==> config.mk <==
export PLATFORM = sky130hd
export DESIGN_NAME = sha_front
export DESIGN_NICKNAME = d
export VERILOG_FILES = /design/src/design/sha_pkg.sv /design/src/design/sha_front.sv
export SDC_FILE = /design/constraint.sdc
export NUM_CORES = 1
export LEC_CHECK = 0
export BUFFER_PORTS_ARGS = -buffer_cell sky130_fd_sc_hd__buf_2
export CORE_MARGIN = 3
export CORE_UTILIZATION = 39
export CTS_CLUSTER_SIZE = 20
export DETAILED_ROUTE_END_ITERATION = 12
export PLACE_DENSITY = 0.64
export SYNTH_ARGS = -nofsm -noshare
export SYNTH_HDL_FRONTEND = slang
export SYNTH_SLANG_ARGS = --single-unit
==> constraint.sdc <==
create_clock -name clock -period 8.8 [get_ports clock]
set_input_delay 0.88 -clock clock [delete_from_list [all_inputs] [get_ports clock]]
set_output_delay 0.88 -clock clock [all_outputs]
set_load 0.05 [all_outputs]
==> src/design/sha_pkg.sv <==
`timescale 1ns / 1ps
// ----------------------------------------------------------------------------
// sha_pkg
// Types, constants and round functions shared by the SHA-256 hash block.
// ----------------------------------------------------------------------------
package sha_pkg;

   typedef struct packed {
      logic [7:0] message_byte;
      logic       byte_present;
      logic       end_of_message;
   } req_type;

   typedef struct packed {
      logic [63:0] digest_word;
      logic        digest_last;
   } rsp_type;

   typedef struct packed {
      logic [511:0] data;
      logic         last;
   } blk_type;

   typedef enum logic [1:0] {
      F_DATA,
      F_PAD,
      F_ZERO,
      F_LEN
   } front_state_type;

   typedef enum logic [1:0] {
      C_IDLE,
      C_ROUND,
      C_DONE
   } core_state_type;

   localparam logic [5:0] LAST_BYTE = 6'd63;
   localparam logic [5:0] LEN_START = 6'd56;
   localparam logic [7:0] PAD_BYTE  = 8'h80;

   localparam logic [31:0] HASH_IV [8] = '{
      32'h6a09e667, 32'hbb67ae85, 32'h3c6ef372, 32'ha54ff53a,
      32'h510e527f, 32'h9b05688c, 32'h1f83d9ab, 32'h5be0cd19
   };

   localparam logic [31:0] ROUND_K [64] = '{
      32'h428a2f98, 32'h71374491, 32'hb5c0fbcf, 32'he9b5dba5,
      32'h3956c25b, 32'h59f111f1, 32'h923f82a4, 32'hab1c5ed5,
      32'hd807aa98, 32'h12835b01, 32'h243185be, 32'h550c7dc3,
      32'h72be5d74, 32'h80deb1fe, 32'h9bdc06a7, 32'hc19bf174,
      32'he49b69c1, 32'hefbe4786, 32'h0fc19dc6, 32'h240ca1cc,
      32'h2de92c6f, 32'h4a7484aa, 32'h5cb0a9dc, 32'h76f988da,
      32'h983e5152, 32'ha831c66d, 32'hb00327c8, 32'hbf597fc7,
      32'hc6e00bf3, 32'hd5a79147, 32'h06ca6351, 32'h14292967,
      32'h27b70a85, 32'h2e1b2138, 32'h4d2c6dfc, 32'h53380d13,
      32'h650a7354, 32'h766a0abb, 32'h81c2c92e, 32'h92722c85,
      32'ha2bfe8a1, 32'ha81a664b, 32'hc24b8b70, 32'hc76c51a3,
      32'hd192e819, 32'hd6990624, 32'hf40e3585, 32'h106aa070,
      32'h19a4c116, 32'h1e376c08, 32'h2748774c, 32'h34b0bcb5,
      32'h391c0cb3, 32'h4ed8aa4a, 32'h5b9cca4f, 32'h682e6ff3,
      32'h748f82ee, 32'h78a5636f, 32'h84c87814, 32'h8cc70208,
      32'h90befffa, 32'ha4506ceb, 32'hbef9a3f7, 32'hc67178f2
   };

   function automatic logic [31:0] rotr(input logic [31:0] v, input int n);
      rotr = (v >> n) | (v << (32 - n));
   endfunction

   function automatic logic [31:0] big0(input logic [31:0] v);
      big0 = rotr(v, 2) ^ rotr(v, 13) ^ rotr(v, 22);
   endfunction

   function automatic logic [31:0] big1(input logic [31:0] v);
      big1 = rotr(v, 6) ^ rotr(v, 11) ^ rotr(v, 25);
   endfunction

   function automatic logic [31:0] sml0(input logic [31:0] v);
      sml0 = rotr(v, 7) ^ rotr(v, 18) ^ (v >> 3);
   endfunction

   function automatic logic [31:0] sml1(input logic [31:0] v);
      sml1 = rotr(v, 17) ^ rotr(v, 19) ^ (v >> 10);
   endfunction

endpackage

==> src/design/sha_front.sv <==
`timescale 1ns / 1ps
// ----------------------------------------------------------------------------
// sha_front
// Packs request bytes into 64-byte blocks, appends padding and length, and
// pushes each finished block into the block queue.
// ----------------------------------------------------------------------------
module sha_front (
   input  logic             clock,
   input  logic             reset,
   input  logic             req_push,
   output logic             req_full,
   input  sha_pkg::req_type req_data,
   output logic             blk_push,
   output sha_pkg::blk_type blk_data,
   input  logic             blk_full
);
   import sha_pkg::*;

   front_state_type state_ff, state_in;
   logic [511:0]    buf_ff, buf_in;
   logic [5:0]      fill_ff, fill_in;
   logic [63:0]     cnt_ff, cnt_in;
   logic [63:0]     len_ff, len_in;
   logic [2:0]      lcnt_ff, lcnt_in;

   logic            need_wr;
   logic [7:0]      wr_byte;
   logic            stall;
   logic            do_wr;
   logic            accept;

   always_ff @(posedge clock) begin
      if (reset) begin
         state_ff <= F_DATA;
         fill_ff  <= '0;
         cnt_ff   <= '0;
      end else begin
         state_ff <= state_in;
         fill_ff  <= fill_in;
         cnt_ff   <= cnt_in;
      end
      buf_ff  <= buf_in;
      len_ff  <= len_in;
      lcnt_ff <= lcnt_in;
   end

   assign stall    = (fill_ff == LAST_BYTE) && blk_full;
   assign req_full = (state_ff != F_DATA) || stall;
   assign accept   = req_push && !req_full;

   always_comb begin
      state_in = state_ff;
      cnt_in   = cnt_ff;
      len_in   = len_ff;
      lcnt_in  = lcnt_ff;
      need_wr  = 1'b0;
      wr_byte  = 8'h00;
      unique case (state_ff)
         F_DATA: begin
            wr_byte = req_data.message_byte;
            need_wr = accept && req_data.byte_present;
            if (accept && req_data.byte_present) begin
               cnt_in = cnt_ff + 64'd8;
            end
            if (accept && req_data.end_of_message) begin
               len_in   = req_data.byte_present ? cnt_ff + 64'd8 : cnt_ff;
               cnt_in   = '0;
               state_in = F_PAD;
            end
         end
         F_PAD: begin
            wr_byte = PAD_BYTE;
            need_wr = 1'b1;
            if (!stall) begin
               state_in = F_ZERO;
            end
         end
         F_ZERO: begin
            if (fill_ff == LEN_START) begin
               lcnt_in  = '0;
               state_in = F_LEN;
            end else begin
               need_wr = 1'b1;
            end
         end
         F_LEN: begin
            wr_byte = len_ff[63 - 8 * lcnt_ff -: 8];
            need_wr = 1'b1;
            if (!stall) begin
               lcnt_in = lcnt_ff + 3'd1;
               if (lcnt_ff == 3'd7) begin
                  state_in = F_DATA;
               end
            end
         end
         default: state_in = F_DATA;
      endcase
   end

   assign do_wr = need_wr && !stall;

   always_comb begin
      buf_in  = buf_ff;
      fill_in = fill_ff;
      if (do_wr) begin
         buf_in[511 - 8 * fill_ff -: 8] = wr_byte;
         fill_in = fill_ff + 6'd1;
      end
   end

   assign blk_push      = do_wr && (fill_ff == LAST_BYTE);
   assign blk_data.data = buf_in;
   assign blk_data.last = (state_ff == F_LEN);

endmodule

==> flow_summary_export.csv <==
group,metric,value,unit
drt,vias_per_cell,5.77,
placed_design,dp_hpwl,67900,um
floorplanning,die_w,257,um
yosys,yosys_most_used_dff,"dfxtp_1",
critical_path,worstPathMaxFanout,18,
yosys,synth-seq-cells,645,
yosys,async_reset_ff_share,0,%
sta,setup_slack,2960,ps
power_and_ir_drop,vdd_drop_max,0.000204,V
global_route,grtUsageTotal,27.2,%
sta,finalCritPeriodShare,66.4,%
global_route,grt_pass1_wl,137000,um
critical_path,worstPathArrival,4960,ps
worst_hold_path,hold_path.class,"flop to flop",
critical_path,cp-end-kind,"output pin",
yosys,syn_area_per_cell,11.0,um2
global_route,grt-ovfl-total,0,
floorplanning,fp.dieArea,65900,um2
yosys,synthesis.area,24500,um2
sta,setup-tns-final,0,ps
sta,tightest_slew,1300,ps
yosys,yosys-top-cells-count,"dfxtp_1, o2bb2ai_1, nand2_1, mux2_2, o21ai_0",
clocking,cts-root-buf,"clkbuf_16",
clocking,cts_buffer_depth,3,
sta,hold_viol_final,0,
yosys,synth.yosys.seq_area_share,55.3,%
final_layout,drive_above_1_share,30.9,%
yosys,synth_cells,2238,
sta,maxSlewHeadroom,12.8,%
sta,finalCriticalPeriod,5840,ps
run,cap_violations,0,
yosys,synth.distinct_cells,72,
yosys,synth_most_common_cell,"dfxtp_1",
final_layout,finalNetCount,2748,
critical_path,cp_num_buf_inv,2,
placed_design,io_buffer_count,528,
final_layout,area_growth,22.9,%
sta,hold_slack,455,ps
critical_path,critPathMaxStageDelay,850,ps
critical_path,path_class,"flop to output pin",
clocking,cts_hold_buffers,0,
yosys,yosys.area.top_type,"dfxtp_1",
global_route,grt_antenna_before_repair,6,
drt,ant_nets,0,
power_and_ir_drop,total_leakage_power,12.5,nW
yosys,synth.top_cell.area_share,47.5,%
yosys,syn_nets,2266,
sta,rsz0062_at_grt,"no",
clocking,numCtsBuffers,70,
drt,wire_per_inst,25.9,um
clocking,clock-sinks,645,
outcome,outcome,"complete, no violations",
sta,fmax,0.171,GHz
critical_path,timing.critical_path.slowest_stage_cell,"a21oi_1",
clocking,cts.repair.resized,0,
drt,wl,93700,um
floorplanning,die_y,257,um
placed_design,placed_area,27800,um2
drt,drc,0,
final_layout,fin_area,30100,um2
placed_design,place_ws,3830,ps
power_and_ir_drop,power_density,258,nW/um2
global_route,grt_pass1_vias,20200,
clocking,postCtsSetupBuffers,0,
clocking,clk_pin_slew,60,ps
critical_path,cp_top_family,"compound AO/OA/AOI/OAI gates",
clocking,cts_tree,"done",
clocking,htree_levels,3,
floorplanning,rows,91,
final_layout,fin_util,48.6,%
yosys,synth_top_cells_by_area,"dfxtp_1, o2bb2ai_1, edfxtp_1",
global_route,grt_max_degree,62,
drt,vias,20900,
floorplanning,fp.coreArea,61900,um2
critical_path,cp-start-kind,"flop",
yosys,ys_warn_count,0,
drt,drtPass1Iterations,5,
sta,fin_worst_skew,24.4,ps
sta,drv_slew,0,
placed_design,place.gp.congestion,0.908,
final_layout,nFillCells,5706,
critical_path,path_cells,"inv_1 > ha_1 > nor4b_1 > a21oi_1 > and4_1 > nand2_1 > o21ai_0 > buf_2",
yosys,synth_edf_count,64,
sta,finalSetupViolations,0,
floorplanning,initial_core_util,39.6,%
floorplanning,pin_count,529,
drt,drt_iter0_markers,1994,
critical_path,cp.required,7920,ps
clocking,clock_latency,620,ps
[through the flow]
step	power (mW)	instances
finish	7.76	3613
global route	7.98	3613
floorplan	4.28	2238
global placement	4.85	3485
detailed placement	4.87	3485
CTS	7.78	3612
[metal layers]
layer  vias up  wire (um)  global-route usage (%)
met5         -         12                       0
met3       218       7730                    5.72
li1       9348          -                       -
met4         2       4390                    12.0
met2      1056      43100                    44.1
met1     10200      38400                    35.1
[path summary, 6_finish.rpt]
path	endpoint	depth (start not counted)	from	slack, ps
worst max-delay path	blk_data[427]	8	fill_ff[0]	2960
worst min-delay path	buf_ff[6]	1	buf_ff[6]	450
worst max register to register	buf_ff[426]	7	fill_ff[0]	4660
worst min register to register	buf_ff[6]	1	buf_ff[6]	450
[registers in the layout, indices dropped and copies added, names as in the netlist]
register	flops
lcnt_ff	3
state_ff	2
cnt_ff	61
fill_ff	6
len_ff	61
buf_ff	512
[cells in the final DEF, fill, tap and decap left out, types with 15 or more instances in the layout]
cell / Yosys / routed
buf_2: 55 / 528
nor3_1: 35 / 34
o2bb2ai_1: 303 / 303
o21ai_0: 106 / 106
o211ai_1: 17 / 17
nand3_1: 66 / 66
nand2_1: 216 / 216
and4_1: 19 / 19
mux2_2: 133 / 133
nor2_1: 88 / 88
clkbuf_16: 0 / 71
a21oi_1: 37 / 36
a22o_1: 25 / 25
buf_4: 4 / 28
nor4_1: 16 / 16
xor2_1: 25 / 25
mux2i_1: 15 / 15
xnor2_1: 46 / 46
dfxtp_1: 581 / 581
nand4_1: 52 / 52
edfxtp_1: 64 / 64
inv_1: 19 / 19
[area by class of cell]
class                   count  area [um2]  area share [%]
flip-flops and latches    645       13600            45.0
repair buffers            556        2850            9.47
multi-input cells        1428       10300            34.2
clock buffers              97        2010            6.69
well taps                 837        1050            3.48
inverters                  19        71.3           0.237
clock inverters            30         288           0.955
diodes                      1        2.50         0.00831
[power breakdown]
group | leakage, nW | internal (mW) | switching (mW)
sequential | 5.30 | 3.09 | 0.0673
clock | 1.12 | 1.68 | 1.24
combinational | 6.13 | 0.340 | 1.34
[worst register-to-register path, cell delays in order (launching register included)]
cell	delay (ps)
dfxtp_1	570
inv_1	160
ha_1	320
nor4b_1	190
a21oi_1	850
and4_1	830
nand2_1	410
o21ai_0	630
[kinds of logic after synthesis]
logic type | after synthesis | synth area share (%)
flip-flops | 645 | 55.3
AND/OR/NAND/NOR | 620 | 13.1
adder cells (fa/ha/maj) | 14 | 0.715
XOR/XNOR | 71 | 2.54
buffers and inverters | 165 | 2.88
multiplexers | 158 | 7.64
AO/OA/AOI/OAI | 565 | 17.9
No activity file was read; power rests on OpenSTA's default activity.
