## config.mk

```make
export PLATFORM = sky130hd
export DESIGN_NAME = sha_core
export DESIGN_NICKNAME = d
export VERILOG_FILES = /design/src/design/sha_pkg.sv /design/src/design/sha_core.sv
export SDC_FILE = /design/constraint.sdc
export NUM_CORES = 2
export LEC_CHECK = 0
export CAP_MARGIN = 20
export CORE_MARGIN = 4
export CORE_UTILIZATION = 59
export DETAILED_ROUTE_END_ITERATION = 10
export DONT_BUFFER_PORTS = 1
export GPL_TIMING_DRIVEN = 0
export PLACE_DENSITY = 0.8
export SLEW_MARGIN = 15
export SYNTH_ARGS = -nofsm -noshare
export SYNTH_HDL_FRONTEND = slang
export SYNTH_SLANG_ARGS = --single-unit
```

## constraint.sdc

```tcl
create_clock -name clock -period 44.3 [get_ports clock]
set_input_delay 6.645 -clock clock [delete_from_list [all_inputs] [get_ports clock]]
set_output_delay 6.645 -clock clock [all_outputs]
set_load 0.005 [all_outputs]
```

## src/design/sha_pkg.sv

```systemverilog
`timescale 1ns / 1ps
// ----------------------------------------------------------------------------
// sha_pkg
// Types, constants and round functions shared by the SHA-256 hash block.
// ----------------------------------------------------------------------------
package sha_pkg;

   typedef struct packed {
      logic [7:0] message_byte;
      logic       byte_present;
      logic       end_of_message;
   } req_type;

   typedef struct packed {
      logic [63:0] digest_word;
      logic        digest_last;
   } rsp_type;

   typedef struct packed {
      logic [511:0] data;
      logic         last;
   } blk_type;

   typedef enum logic [1:0] {
      F_DATA,
      F_PAD,
      F_ZERO,
      F_LEN
   } front_state_type;

   typedef enum logic [1:0] {
      C_IDLE,
      C_ROUND,
      C_DONE
   } core_state_type;

   localparam logic [5:0] LAST_BYTE = 6'd63;
   localparam logic [5:0] LEN_START = 6'd56;
   localparam logic [7:0] PAD_BYTE  = 8'h80;

   localparam logic [31:0] HASH_IV [8] = '{
      32'h6a09e667, 32'hbb67ae85, 32'h3c6ef372, 32'ha54ff53a,
      32'h510e527f, 32'h9b05688c, 32'h1f83d9ab, 32'h5be0cd19
   };

   localparam logic [31:0] ROUND_K [64] = '{
      32'h428a2f98, 32'h71374491, 32'hb5c0fbcf, 32'he9b5dba5,
      32'h3956c25b, 32'h59f111f1, 32'h923f82a4, 32'hab1c5ed5,
      32'hd807aa98, 32'h12835b01, 32'h243185be, 32'h550c7dc3,
      32'h72be5d74, 32'h80deb1fe, 32'h9bdc06a7, 32'hc19bf174,
      32'he49b69c1, 32'hefbe4786, 32'h0fc19dc6, 32'h240ca1cc,
      32'h2de92c6f, 32'h4a7484aa, 32'h5cb0a9dc, 32'h76f988da,
      32'h983e5152, 32'ha831c66d, 32'hb00327c8, 32'hbf597fc7,
      32'hc6e00bf3, 32'hd5a79147, 32'h06ca6351, 32'h14292967,
      32'h27b70a85, 32'h2e1b2138, 32'h4d2c6dfc, 32'h53380d13,
      32'h650a7354, 32'h766a0abb, 32'h81c2c92e, 32'h92722c85,
      32'ha2bfe8a1, 32'ha81a664b, 32'hc24b8b70, 32'hc76c51a3,
      32'hd192e819, 32'hd6990624, 32'hf40e3585, 32'h106aa070,
      32'h19a4c116, 32'h1e376c08, 32'h2748774c, 32'h34b0bcb5,
      32'h391c0cb3, 32'h4ed8aa4a, 32'h5b9cca4f, 32'h682e6ff3,
      32'h748f82ee, 32'h78a5636f, 32'h84c87814, 32'h8cc70208,
      32'h90befffa, 32'ha4506ceb, 32'hbef9a3f7, 32'hc67178f2
   };

   function automatic logic [31:0] rotr(input logic [31:0] v, input int n);
      rotr = (v >> n) | (v << (32 - n));
   endfunction

   function automatic logic [31:0] big0(input logic [31:0] v);
      big0 = rotr(v, 2) ^ rotr(v, 13) ^ rotr(v, 22);
   endfunction

   function automatic logic [31:0] big1(input logic [31:0] v);
      big1 = rotr(v, 6) ^ rotr(v, 11) ^ rotr(v, 25);
   endfunction

   function automatic logic [31:0] sml0(input logic [31:0] v);
      sml0 = rotr(v, 7) ^ rotr(v, 18) ^ (v >> 3);
   endfunction

   function automatic logic [31:0] sml1(input logic [31:0] v);
      sml1 = rotr(v, 17) ^ rotr(v, 19) ^ (v >> 10);
   endfunction

endpackage

```

## src/design/sha_core.sv

```systemverilog
`timescale 1ns / 1ps
// ----------------------------------------------------------------------------
// sha_core
// Runs the 64-round compression one round per cycle and delivers the
// digest as four 64-bit words.
// ----------------------------------------------------------------------------
module sha_core (
   input  logic             clock,
   input  logic             reset,
   input  logic             q_empty,
   input  sha_pkg::blk_type q_head,
   output logic             q_pop,
   output logic             rsp_empty,
   input  logic             rsp_pop,
   output sha_pkg::rsp_type rsp_data
);
   import sha_pkg::*;

   core_state_type state_ff, state_in;
   logic [31:0]    h_ff [8];
   logic [31:0]    h_in [8];
   logic [31:0]    v_ff [8];
   logic [31:0]    v_in [8];
   logic [31:0]    w_ff [16];
   logic [31:0]    w_in [16];
   logic [5:0]     rnd_ff, rnd_in;
   logic           last_ff, last_in;
   logic [255:0]   dig_ff, dig_in;
   logic           dval_ff, dval_in;
   logic [1:0]     didx_ff, didx_in;

   logic [31:0]    t1;
   logic [31:0]    t2;
   logic [31:0]    wnew;
   logic [31:0]    hsum [8];

   always_ff @(posedge clock) begin
      if (reset) begin
         state_ff <= C_IDLE;
         dval_ff  <= 1'b0;
         h_ff     <= HASH_IV;
      end else begin
         state_ff <= state_in;
         dval_ff  <= dval_in;
         h_ff     <= h_in;
      end
      v_ff    <= v_in;
      w_ff    <= w_in;
      rnd_ff  <= rnd_in;
      last_ff <= last_in;
      dig_ff  <= dig_in;
      didx_ff <= didx_in;
   end

   always_comb begin
      t1 = v_ff[7] + big1(v_ff[4]) + ((v_ff[4] & v_ff[5]) ^ (~v_ff[4] & v_ff[6]))
         + ROUND_K[rnd_ff] + w_ff[0];
      t2 = big0(v_ff[0]) + ((v_ff[0] & v_ff[1]) ^ (v_ff[0] & v_ff[2]) ^ (v_ff[1] & v_ff[2]));
      wnew = sml1(w_ff[14]) + w_ff[9] + sml0(w_ff[1]) + w_ff[0];
      for (int i = 0; i < 8; i++) begin
         hsum[i] = h_ff[i] + v_ff[i];
      end
   end

   always_comb begin
      state_in = state_ff;
      h_in     = h_ff;
      v_in     = v_ff;
      w_in     = w_ff;
      rnd_in   = rnd_ff;
      last_in  = last_ff;
      dig_in   = dig_ff;
      dval_in  = dval_ff;
      didx_in  = didx_ff;
      q_pop    = 1'b0;

      if (rsp_pop && dval_ff) begin
         didx_in = didx_ff + 2'd1;
         if (didx_ff == 2'd3) begin
            dval_in = 1'b0;
         end
      end

      unique case (state_ff)
         C_IDLE: begin
            if (!q_empty) begin
               q_pop   = 1'b1;
               v_in    = h_ff;
               last_in = q_head.last;
               rnd_in  = '0;
               for (int i = 0; i < 16; i++) begin
                  w_in[i] = q_head.data[511 - 32 * i -: 32];
               end
               state_in = C_ROUND;
            end
         end
         C_ROUND: begin
            v_in[7] = v_ff[6];
            v_in[6] = v_ff[5];
            v_in[5] = v_ff[4];
            v_in[4] = v_ff[3] + t1;
            v_in[3] = v_ff[2];
            v_in[2] = v_ff[1];
            v_in[1] = v_ff[0];
            v_in[0] = t1 + t2;
            for (int i = 0; i < 15; i++) begin
               w_in[i] = w_ff[i + 1];
            end
            w_in[15] = wnew;
            rnd_in   = rnd_ff + 6'd1;
            if (rnd_ff == 6'd63) begin
               state_in = C_DONE;
            end
         end
         C_DONE: begin
            if (!(last_ff && dval_ff)) begin
               if (last_ff) begin
                  for (int i = 0; i < 8; i++) begin
                     dig_in[255 - 32 * i -: 32] = hsum[i];
                  end
                  dval_in = 1'b1;
                  didx_in = '0;
                  h_in    = HASH_IV;
               end else begin
                  h_in = hsum;
               end
               state_in = C_IDLE;
            end
         end
         default: state_in = C_IDLE;
      endcase
   end

   assign rsp_empty            = !dval_ff;
   assign rsp_data.digest_word = dig_ff[255 - 64 * didx_ff -: 64];
   assign rsp_data.digest_last = (didx_ff == 2'd3);

endmodule

```

==> results.json <==
{
  "dp_cells": 9908,
  "grt_pass1_wl_mm": 454,
  "met2_usage": 0.734,
  "cts_setup_buffers": 0,
  "path_class": "input pin to output pin",
  "slowest_delay_ns": 0.59,
  "core-area_mm2": 0.132,
  "tritoncts": "yes",
  "hold_buffers": 0,
  "ys_seq_area_frac": 0.460,
  "clock_latency_ns": 0.81,
  "setup_violations": 0,
  "fin_crit_ns": 13.88,
  "grt_max_degree": 28,
  "wire_per_inst_um": 32.0,
  "die_area_mm2": 0.139,
  "grt_pass1_vias": 65400,
  "avgSynthCellArea_um2": 9.75,
  "die_h_um": 373,
  "status": "completed",
  "antenna_left": 0,
  "setup_slack_ns": 30.42,
  "cts_max_path_buffers": 3,
  "synthArstFlopShare": 0,
  "clk_pin_slew_ns": 0.06,
  "overflow": 0,
  "grt_antenna_before_repair": 24,
  "synthFlopType": "edfxtp_1",
  "route.detailed.drc": 0,
  "first_pass_iters": 6,
  "start_util": 0.596,
  "crit_path_end_kind": "output pin",
  "min_path_type": "flip-flop to flip-flop",
  "worst_pin_slew_ns": 1.28,
  "syn_area_mm2": 0.0786,
  "utilization": 0.662,
  "dp_hpwl_mm": 262,
  "crit_fanout": 2,
  "synth_cell_types": 91,
  "viasPerCell": 6.49,
  "cts-resized-gates": 0,
  "cp_num_buf_inv": 0,
  "nNetsFinal": 9414,
  "drt_iter0_drc": 8692,
  "cts_made_buffers": 142,
  "rsz0062_at_grt": "no",
  "drv_cap": 0,
  "syn_nets": 9175,
  "via_count": 66200,
  "slew_headroom": 0.139,
  "crit_family": "simple AND/OR/NAND/NOR gates",
  "netlist_instances": 8065,
  "max_freq_mhz": 72.0,
  "synth_edf_count": 1031,
  "use_met3": 0.108,
  "place.gp.congestion": 1.11,
  "h-tree-depth": 4,
  "ys_ff_latch": 1292,
  "rows": 133,
  "crit_path_start_kind": "input pin",
  "io_pins": 584,
  "fill_cells": 10100,
  "cts.sinks": 1292,
  "met1_usage": 0.491,
  "yosys_warnings": 0,
  "fin_hold_ws_ns": 0.492,
  "grt_usage": 0.456,
  "required_ns": 37.65,
  "slowest_stage": "nor3_1",
  "drive_above_1_share": 0.0598,
  "drt_wl_total_mm": 327,
  "maxSlewViolCount": 0,
  "fin_cells": 10200,
  "skew_ns": 0.0533,
  "place_ws_ns": 30.43,
  "hold_viol": 0,
  "cts_root_buf": "clkbuf_16",
  "die_w_um": 373,
  "area_growth_pct": 11.2,
  "grt-busiest-layer": "met2",
  "arrival_ns": 7.24,
  "post-route-period-util": 0.313,
  "io_buffers": 0,
  "crit_chain": "nor3_1"
}
-- kinds of logic after synthesis --
logic type / Yosys count / share of synthesized area
xor+xnor: 596 / 0.0664
mux: 114 / 0.0258
flops: 1292 / 0.460
simple gates: 2961 / 0.152
compound gates: 1606 / 0.139
fa+ha+maj: 595 / 0.113
buf+inv: 901 / 0.0430
-- sequential cells by signal, indices dropped and copies added (netlist names) --
register  cells
dig_ff      256
dval_ff       1
last_ff       1
v_ff        256
rnd_ff        6
h_ff        256
didx_ff       2
state_ff      2
w_ff        512
-- worst paths after layout --
check	startpoint	to	depth (start not counted)	slack (ns)
worst max-delay path	q_empty	q_pop	1	30.42
worst min-delay path	w_ff[174]	w_ff[206]	2	0.49
worst max register to register	rnd_ff[0]	v_ff[255]	34	31.86
worst min register to register	w_ff[174]	w_ff[206]	2	0.49
-- cells in the mapped netlist (27+ instances only) --
cell type / count / area, um2
xnor2_1: 367 / 3210
ha_1: 396 / 4950
o31ai_1: 33 / 248
mux2_2: 31 / 349
nor2b_1: 43 / 269
xor2_1: 229 / 2010
a22oi_1: 75 / 563
mux4_2: 68 / 1530
a21o_1: 234 / 1760
fa_1: 197 / 3940
and3_1: 27 / 169
buf_1: 30 / 113
a21oi_1: 340 / 1700
nor2_1: 329 / 1230
a31oi_1: 30 / 188
o21ai_0: 357 / 1790
o21a_1: 53 / 398
nor3_1: 65 / 325
a221o_1: 129 / 1290
a22o_1: 43 / 377
clkbuf_1: 372 / 1400
nand2b_1: 59 / 369
edfxtp_1: 1031 / 31000
o211ai_1: 30 / 225
inv_1: 494 / 1850
nand2_1: 2258 / 8480
a211oi_1: 39 / 293
nand3_1: 69 / 345
o21bai_1: 49 / 368
dfxtp_1: 261 / 5230
-- layer usage --
layer	routed length (um)	vias to the layer above	share of wire
li1	-	28600	-
met1	104000	31800	0.32
met2	150000	4548	0.46
met3	33300	1291	0.10
met4	39500	12	0.12
met5	63	-	0.00019
-- per-stage QoR --
stage,TNS [ns],instance area [um2]
floorplan,0,78600
global placement,-9.96,80800
detailed placement,0,82500
CTS,0,87200
global route,0,87400
finish,0,87400
-- cell usage in the layout, fill, tap and decap left out, drive strengths merged, types with 16 or more instances in the layout --
cell and n:
o21bai 49, a221o 129, nand2 2258, nor3 65
dfxtp 261, xnor2 367, nand4 26, a211oi 40
a21oi 345, a22oi 75, a22o 43, o31ai 33
mux2 31, clkinv 54, clkinvlp 16, and3 27
nor2 329, o21ai 375, nand2b 59, xor2 229
o21a 54, o211ai 30, and2 21, a31oi 34
edfxtp 1031, diode 35, inv 502, nand3 69
ha 396, fa 197, clkbuf 553, buf 124
a21o 234, nor2b 43, mux4 68
-- layout make-up --
type	count	area [um2]	share of cell area
well taps	1755	2200	0.0251
clock buffers	179	3860	0.0441
diodes	35	87.6	0.00100
multi-input cells	5872	39100	0.447
repair buffers	95	1680	0.0192
clock inverters	84	881	0.0101
inverters	497	1870	0.0213
plain buffers	404	1550	0.0178
flip-flops and latches	1292	36200	0.414
Power is left out: the tool's default activity adds up to more than one toggle a clock period on the data nets, which glitch-free logic cannot reach.
