## src/design/sha_pkg.sv

```systemverilog
`timescale 1ns / 1ps
// ----------------------------------------------------------------------------
// sha_pkg
// Types, constants and round functions shared by the SHA-256 hash block.
// ----------------------------------------------------------------------------
package sha_pkg;

   typedef struct packed {
      logic [7:0] message_byte;
      logic       byte_present;
      logic       end_of_message;
   } req_type;

   typedef struct packed {
      logic [63:0] digest_word;
      logic        digest_last;
   } rsp_type;

   typedef struct packed {
      logic [511:0] data;
      logic         last;
   } blk_type;

   typedef enum logic [1:0] {
      F_DATA,
      F_PAD,
      F_ZERO,
      F_LEN
   } front_state_type;

   typedef enum logic [1:0] {
      C_IDLE,
      C_ROUND,
      C_DONE
   } core_state_type;

   localparam logic [5:0] LAST_BYTE = 6'd63;
   localparam logic [5:0] LEN_START = 6'd56;
   localparam logic [7:0] PAD_BYTE  = 8'h80;

   localparam logic [31:0] HASH_IV [8] = '{
      32'h6a09e667, 32'hbb67ae85, 32'h3c6ef372, 32'ha54ff53a,
      32'h510e527f, 32'h9b05688c, 32'h1f83d9ab, 32'h5be0cd19
   };

   localparam logic [31:0] ROUND_K [64] = '{
      32'h428a2f98, 32'h71374491, 32'hb5c0fbcf, 32'he9b5dba5,
      32'h3956c25b, 32'h59f111f1, 32'h923f82a4, 32'hab1c5ed5,
      32'hd807aa98, 32'h12835b01, 32'h243185be, 32'h550c7dc3,
      32'h72be5d74, 32'h80deb1fe, 32'h9bdc06a7, 32'hc19bf174,
      32'he49b69c1, 32'hefbe4786, 32'h0fc19dc6, 32'h240ca1cc,
      32'h2de92c6f, 32'h4a7484aa, 32'h5cb0a9dc, 32'h76f988da,
      32'h983e5152, 32'ha831c66d, 32'hb00327c8, 32'hbf597fc7,
      32'hc6e00bf3, 32'hd5a79147, 32'h06ca6351, 32'h14292967,
      32'h27b70a85, 32'h2e1b2138, 32'h4d2c6dfc, 32'h53380d13,
      32'h650a7354, 32'h766a0abb, 32'h81c2c92e, 32'h92722c85,
      32'ha2bfe8a1, 32'ha81a664b, 32'hc24b8b70, 32'hc76c51a3,
      32'hd192e819, 32'hd6990624, 32'hf40e3585, 32'h106aa070,
      32'h19a4c116, 32'h1e376c08, 32'h2748774c, 32'h34b0bcb5,
      32'h391c0cb3, 32'h4ed8aa4a, 32'h5b9cca4f, 32'h682e6ff3,
      32'h748f82ee, 32'h78a5636f, 32'h84c87814, 32'h8cc70208,
      32'h90befffa, 32'ha4506ceb, 32'hbef9a3f7, 32'hc67178f2
   };

   function automatic logic [31:0] rotr(input logic [31:0] v, input int n);
      rotr = (v >> n) | (v << (32 - n));
   endfunction

   function automatic logic [31:0] big0(input logic [31:0] v);
      big0 = rotr(v, 2) ^ rotr(v, 13) ^ rotr(v, 22);
   endfunction

   function automatic logic [31:0] big1(input logic [31:0] v);
      big1 = rotr(v, 6) ^ rotr(v, 11) ^ rotr(v, 25);
   endfunction

   function automatic logic [31:0] sml0(input logic [31:0] v);
      sml0 = rotr(v, 7) ^ rotr(v, 18) ^ (v >> 3);
   endfunction

   function automatic logic [31:0] sml1(input logic [31:0] v);
      sml1 = rotr(v, 17) ^ rotr(v, 19) ^ (v >> 10);
   endfunction

endpackage

```

## src/design/sha_blkq.sv

```systemverilog
`timescale 1ns / 1ps
// ----------------------------------------------------------------------------
// sha_blkq
// Two-entry queue of padded blocks between the front end and the core.
// ----------------------------------------------------------------------------
module sha_blkq (
   input  logic             clock,
   input  logic             reset,
   input  logic             blk_push,
   input  sha_pkg::blk_type blk_data,
   output logic             blk_full,
   input  logic             q_pop,
   output logic             q_empty,
   output sha_pkg::blk_type q_head
);
   import sha_pkg::*;

   blk_type    ent_ff [2];
   logic       wptr_ff, wptr_in;
   logic       rptr_ff, rptr_in;
   logic [1:0] cnt_ff, cnt_in;
   logic       do_push;
   logic       do_pop;

   assign blk_full = (cnt_ff == 2'd2);
   assign q_empty  = (cnt_ff == 2'd0);
   assign q_head   = ent_ff[rptr_ff];
   assign do_push  = blk_push && !blk_full;
   assign do_pop   = q_pop && !q_empty;

   always_comb begin
      wptr_in = do_push ? !wptr_ff : wptr_ff;
      rptr_in = do_pop ? !rptr_ff : rptr_ff;
      cnt_in  = cnt_ff + {1'b0, do_push} - {1'b0, do_pop};
   end

   always_ff @(posedge clock) begin
      if (reset) begin
         wptr_ff <= 1'b0;
         rptr_ff <= 1'b0;
         cnt_ff  <= '0;
      end else begin
         wptr_ff <= wptr_in;
         rptr_ff <= rptr_in;
         cnt_ff  <= cnt_in;
      end
      if (do_push) begin
         ent_ff[wptr_ff] <= blk_data;
      end
   end

endmodule

```

## config.mk

```make
export PLATFORM = sky130hd
export DESIGN_NAME = sha_blkq
export DESIGN_NICKNAME = d
export VERILOG_FILES = /design/src/design/sha_pkg.sv /design/src/design/sha_blkq.sv
export SDC_FILE = /design/constraint.sdc
export NUM_CORES = 1
export LEC_CHECK = 0
export BUFFER_PORTS_ARGS = -buffer_cell sky130_fd_sc_hd__clkbuf_2
export CORE_AREA = 8 8 400 402
export CTS_CLUSTER_DIAMETER = 40
export DETAILED_ROUTE_END_ITERATION = 6
export DIE_AREA = 0 0 408 410
export PLACE_DENSITY_LB_ADDON = 0.25
export SETUP_SLACK_MARGIN = 0.15
export SLEW_MARGIN = 25
export SYNTH_ARGS = -nofsm -noshare
export SYNTH_HDL_FRONTEND = slang
export SYNTH_SLANG_ARGS = --single-unit
```

## constraint.sdc

```tcl
create_clock -name clock -period 14 [get_ports clock]
set_input_delay 0.7 -clock clock [delete_from_list [all_inputs] [get_ports clock]]
set_output_delay 0.7 -clock clock [all_outputs]
set_load 0.01 [all_outputs]
```

==> results.toml, run 1 <==
[clock_network]
cts_setup_buffers = 0
cts_inserted_buffers = 154
clk_latency_ns = 0.74
cts_resized = 0
cts.reportedPaths.clkPinSlew_ns = 0.05
clock_sinks = 1031
cts_tree = "done"
htree_num_levels = 4
cts-root-buf = "clkbuf_16"
clock_path_buffers = 3
cts_hold_buf = 0

[pwr]
p_leak_nw = 18.5
max-vdd-ir-drop_uv = 110
power-per-cell-area_nw_per_um2 = 206
power_mw = 10.3

[cells_and_area]
nFillCells = 15000
final_common_cell = "clkbuf_2"
final_area_um2 = 50100
seqCellArea_um2 = 30900
fin_cells = 4953
mostFrequentLayoutCells = "clkbuf_2, edfxtp_1, mux2_2, clkbuf_16, clkinv_2"
layout-drive-gt1-share_pct = 62.5
multiInputGateArea_um2 = 5900
nNetsFinal = 3291
area_growth_pct = 33.8

[worst_setup_path]
path_common_cell = "buf_4"
worstPathRequired_ns = 13.30
crit_fanout = 55
max_stage_delay_ns = 0.71
critical_path_class = "reg2out"
cp-start-kind = "register"
crit_family = "buffers and inverters"
crit_chain = "buf_4 > buf_4 > buf_4 > mux2_2 > clkbuf_2"
slowest_stage = "buf_4"
path_buf_inv = 4
cp_data_arrival_time_ns = 4.19
end_kind = "output pin"

[placement]
placed_cell_area_um2 = 44700
io_buffers = 1031
post-dp-hpwl_um = 83400
placed_cells = 4660
globalplace.congestion = 0.786

[route]
drc = 0
routedWlPerCell_um = 23.0
via_per_inst = 4.03
drt-pass1-iter-count = 5
drt-total-wl_um = 114000
first_iter_violations = 1062
antenna_left = 0
num_vias = 20000

[synthesis]
syn_inst = 1623
ys_warn_count = 0
synth_area_per_cell_um2 = 23.1
yosysUniqueCellTypes = 20
syn_area_um2 = 37400
synth_fp_nets = 2142
synth-seq-area-share_pct = 82.6
ys_ff_latch = 1031

[sta]
max_slew_margin_pct = 27.9
finClkSkew_ns = 0.0259
worst_pin_slew_ns = 1.08
fin_crit_sh_pct = 34.9
drv_slew = 0
rsz0062_at_grt = "false"
fin_crit_ns = 4.89
fmax_mhz = 205
holdWs_ns = 0.135
hold_viol_final = 0
setup_viol = 0
tns_ns = 0

[floorplan]
rows = 144
start_util_pct = 24.4
die_height_um = 410
design.portCount = 1032
die_area_um2 = 167000
die_width_um = 408
design.core.area_um2 = 153000

[run]
maxCapViolCount = 0

[global_route]
grt-ovfl-total = 0
grt_max_degree = 139
grt_pass1_wl_um = 157000
antenna_found_initial = 37
first_global_vias = 21000
gr-usage-all-layers_pct = 12.9

[min_path]
min_path_type = "in2reg"

[run_status]
status = "finished clean"
-- worst reg2reg max path, delay by kind of cell (launching register included) --
kind          cells  cell delay, ns
buf+inv           5            3.18
simple gates      2            0.57
flops             1            0.37
-- worst paths after layout --
| kind | slack, ns | cells past startpoint | from | end |
|---|---|---|---|---|
| min | 0.13 | 1 | blk_data[108] | ent_ff[1][108]$_DFFE_PP_ |
| max reg2reg | 9.47 | 7 | cnt_ff[0]$_SDFF_PP0_ | ent_ff[0][367]$_DFFE_PP_ |
| min reg2reg | 0.51 | 2 | wptr_ff$_SDFFE_PP0P_ | wptr_ff$_SDFFE_PP0P_ |
| max | 9.11 | 5 | register | q_head[23] |
-- cell usage after synthesis --
master | n | share of area (%)
xor2_1 | 1 | 0.023
nor2b_1 | 1 | 0.017
o21a_1 | 1 | 0.020
nor3_1 | 1 | 0.013
dfxtp_1 | 5 | 0.27
and2_1 | 1 | 0.017
nor2_1 | 4 | 0.040
or3_1 | 1 | 0.017
xnor2_1 | 1 | 0.023
and3_1 | 1 | 0.017
nand2b_1 | 1 | 0.017
ha_1 | 2 | 0.067
nand2_1 | 1 | 0.010
a21oi_1 | 1 | 0.013
o21ai_0 | 1 | 0.013
buf_2 | 4 | 0.053
buf_6 | 53 | 1.6
mux2_2 | 513 | 15
edfxtp_1 | 1026 | 82
inv_1 | 4 | 0.040
-- power breakdown --
part,internal (mW),leakage [nW],switching [mW]
combinational,0.961,6.34,1.41
sequential,3.94,9.62,0.100
clock,2.47,2.56,1.42
-- registers in the layout, indices dropped and copies added, names as in the netlist, named ones only --
signal	count
ent_ff	1026
cnt_ff	2
rptr_ff	1
wptr_ff	1
-- kinds of logic (layout without fill, tap and decap cells) --
| family | count (synthesis) | after routing | share of synthesized area (%) |
|---|---|---|---|
| AOI/OAI and AO/OA | 3 | 3 | 0.0468 |
| and+or+nand+nor | 11 | 11 | 0.147 |
| muxes | 513 | 513 | 15.4 |
| other | 0 | 14 | 0 |
| adders and majority gates | 2 | 2 | 0.0668 |
| xor gates and xnor gates | 2 | 2 | 0.0468 |
| DFF | 1031 | 1031 | 82.6 |
| buffers and inverters | 61 | 1333 | 1.69 |
-- metrics by stage --
stage	setup WS [ns]	utilization, %
floorplan	0.680	-
global placement	9.04	29.2
detailed placement	9.10	29.2
CTS	8.96	32.6
global route	8.80	32.7
finish	9.11	32.7
-- layer usage --
layer	routed length [um]	vias up	share of wire, %	track usage, %
met5	151	-	0.13	0.201
met2	56800	783	50	21.8
met4	3040	26	2.7	4.63
met3	10500	196	9.2	5.75
li1	-	8886	-	-
met1	43500	10100	38	14.4
-- area by class of cell --
type	instances	area share [%]
flip-flops and latches	1031	61.7
multi-input cells	531	11.8
repair buffers	1050	10.7
clock buffers	171	7.95
well taps	2044	5.11
clock inverters	108	2.62
diodes	14	0.0700
inverters	4	0.0450
(Power assumes the default switching activity.)
==> run 2, diff against run 1 <==
==> constraint.sdc (replaced) <==
create_clock -name clock -period 5 [get_ports clock]
set_input_delay 0.25 -clock clock [delete_from_list [all_inputs] [get_ports clock]]
set_output_delay 0.25 -clock clock [all_outputs]
set_load 0.01 [all_outputs]
==> run 2 against run 1 <==
Compared with the run above:
- non-clock buffer count grew 553
- utilization grew 3.7 points
- cell count increased by 12%
- routed wire length grew 1.1%
- worst setup slack worse by 7.1 ns
- power grew to 2.9 times the previous value
- largest power group unchanged
- register-to-register slack got worse by 7.1 ns
==> results.toml, run 2 (synthesized netlist as in run 1, its figures left out) <==
[run_status]
status = "finished clean"

[placement]
globalplace.congestion = 0.784
post-dp-hpwl_um = 83500
io_buffers = 1031
place_ws_ns = 2.37

[global_route]
gr-usage-all-layers_pct = 13.1
antenna_found_initial = 21
grt_max_degree = 118
first_global_vias = 24100
grt-ovfl-total = 0
grt_pass1_wl_um = 164000

[worst_setup_path]
slowest_stage = "dfxtp_4"
crit_family = "buffers and inverters"
end_kind = "output pin"
worstPathRequired_ns = 4.75
crit_fanout = 32
path_buf_inv = 3
cp-start-kind = "register"
r2r_cells = 6
rr_startpoint = "cnt_ff[0]$_SDFF_PP0_"
max_stage_delay_ns = 0.61
crit_chain = "buf_16 > buf_4 > mux2_2 > clkbuf_2"
timing.rr.end = "ent_ff[0][410]$_DFFE_PP_"
reg2reg_slack_ns = 2.39
cp_data_arrival_time_ns = 2.73
critical_path_class = "reg2out"

[sta]
fin_crit_ns = 2.98
setup_viol = 0
fmax_mhz = 336
worst_pin_slew_ns = 0.907
fin_crit_sh_pct = 59.6
max_slew_margin_pct = 39.5
fin_ws_ns = 2.02
drv_slew = 0
rsz0062_at_grt = "false"
finClkSkew_ns = 0.0460
tns_ns = 0
hold_viol_final = 0

[route]
via_per_inst = 4.00
drt-total-wl_um = 115000
routedWlPerCell_um = 20.9
drt-pass1-iter-count = 4
num_vias = 22100
antenna_left = 0
drc = 0
first_iter_violations = 1074

[pwr]
p_sw_mw = 8.62
max-vdd-ir-drop_uv = 361
seqPwrFrac_pct = 38.2
intPower_mw = 20.9
p_leak_nw = 20.9
clock_power_share_pct = 37.2
power-per-cell-area_nw_per_um2 = 529
netSwitchingFraction_pct = 29.2
power_frac_comb_pct = 24.6

[cells_and_area]
top_regs = "ent_ff (1026), cnt_ff (2)"
multiInputGateArea_um2 = 5910
nNetsFinal = 3851
largest_reg_flops = 1026
mostFrequentLayoutCells = "clkbuf_2, edfxtp_1, dlygate4sd3_1, mux2_2, clkbuf_16"
area_growth_pct = 49.0
layout-drive-gt1-share_pct = 53.6
top_register = "ent_ff"
seqCellArea_um2 = 30900
final_common_cell = "clkbuf_2"
nFillCells = 14600

[floorplan]
start_util_pct = 24.4
design.core.area_um2 = 153000
rows = 144
die_area_um2 = 167000
die_height_um = 410
die_width_um = 408
design.portCount = 1032

[clock_network]
clock_sinks = 1031
cts.reportedPaths.clkPinSlew_ns = 0.05
cts_tree = "done"
cts-root-buf = "clkbuf_16"
cts_inserted_buffers = 161
cts_resized = 0
clock_path_buffers = 3
cts_setup_buffers = 0
clk_latency_ns = 0.76
htree_num_levels = 4

[min_path]
hold_end = "cnt_ff[1]$_SDFF_PP0_"
min_path_type = "in2reg"
hold_path_startpoint = "blk_push"
whs_path_depth = 6

[run]
maxCapViolCount = 0
-- run 2: cell count changes in the layout (fill, tap and decap cells not counted), sizes merged --
cell         change
dlygate4sd3    +516
clkinvlp         +1
inv              +7
bufinv           -8
buf             +37
clkbuf          +12
clkinv           +7
diode            -1
-- run 2: final cells by class --
| type | count | share of cell area [%] |
|---|---|---|
| Sequential cell | 1031 | 55.4 |
| Timing Repair Buffer | 1603 | 19.6 |
| Multi-Input combinational cell | 531 | 10.6 |
| Clock buffer | 183 | 7.41 |
| Tap cell | 2044 | 4.58 |
| Clock inverter | 115 | 2.32 |
| Antenna cell | 13 | 0.0583 |
| Inverter | 4 | 0.0381 |
-- run 2: timing repair --
item,CTS,global route
hold endpoints to repair,1031,0
hold buffers,516,0
setup endpoints to repair,0,0
-- run 2: how the worst max path moves through the flow --
stage                    startpoint                        to  slack [ns]  cells after the start
6_report                   register               q_head[276]        2.02                      4
5_1_grt                    register               q_head[276]        1.81                      4
4_1_cts                    register               q_head[276]        1.83                      4
3_5_place_dp   cnt_ff[0]$_SDFF_PP0_  ent_ff[0][449]$_DFFE_PP_        2.37                      6
3_3_place_gp   cnt_ff[0]$_SDFF_PP0_  ent_ff[0][449]$_DFFE_PP_        2.40                      6
2_1_floorplan  cnt_ff[0]$_SDFF_PP0_    ent_ff[0][0]$_DFFE_PP_       -3.76                      4
-- run 2: per-layer routing --
metal | GRT usage (%) | vias to the layer above | wire length [um]
met5 | 0 | - | 37
met1 | 14.8 | 11000 | 45100
met4 | 4.86 | 8 | 3590
li1 | - | 10000 | -
met3 | 5.06 | 194 | 9250
met2 | 22.4 | 813 | 57200
-- run 2: power groups by stage --
stage / combinational [mW] / clock [mW] / sequential, mW
detailed placement: 7.08 / 0 / 11.5
CTS: 7.48 / 11.3 / 11.3
global placement: 7.02 / 0 / 11.5
global route: 7.75 / 11.6 / 11.4
finish: 7.26 / 11.0 / 11.3
floorplan: 3.99 / 0 / 11.8
-- run 2: tightest hold or removal path, stage by stage --
cell and delay (ns):
clkbuf_2 0.12, nand2_1 0.07, ha_1 0.15, xor2_1 0.07, nor2_1 0.08, nor3_1 0.05
-- run 2: per-stage QoR --
stage               hold WS, ns  utilization (%)  std cells  instance area [um^2]  total power, mW
floorplan                 0.314                -       1623                 37500             15.8
global placement          0.439             29.4       4696                 45100             18.5
detailed placement        0.443             29.5       4697                 45200             18.6
CTS                      0.0232             36.4       5511                 55800             30.1
global route             0.0904             36.4       5520                 55800             30.8
finish                    0.105             36.4       5524                 55800             29.5
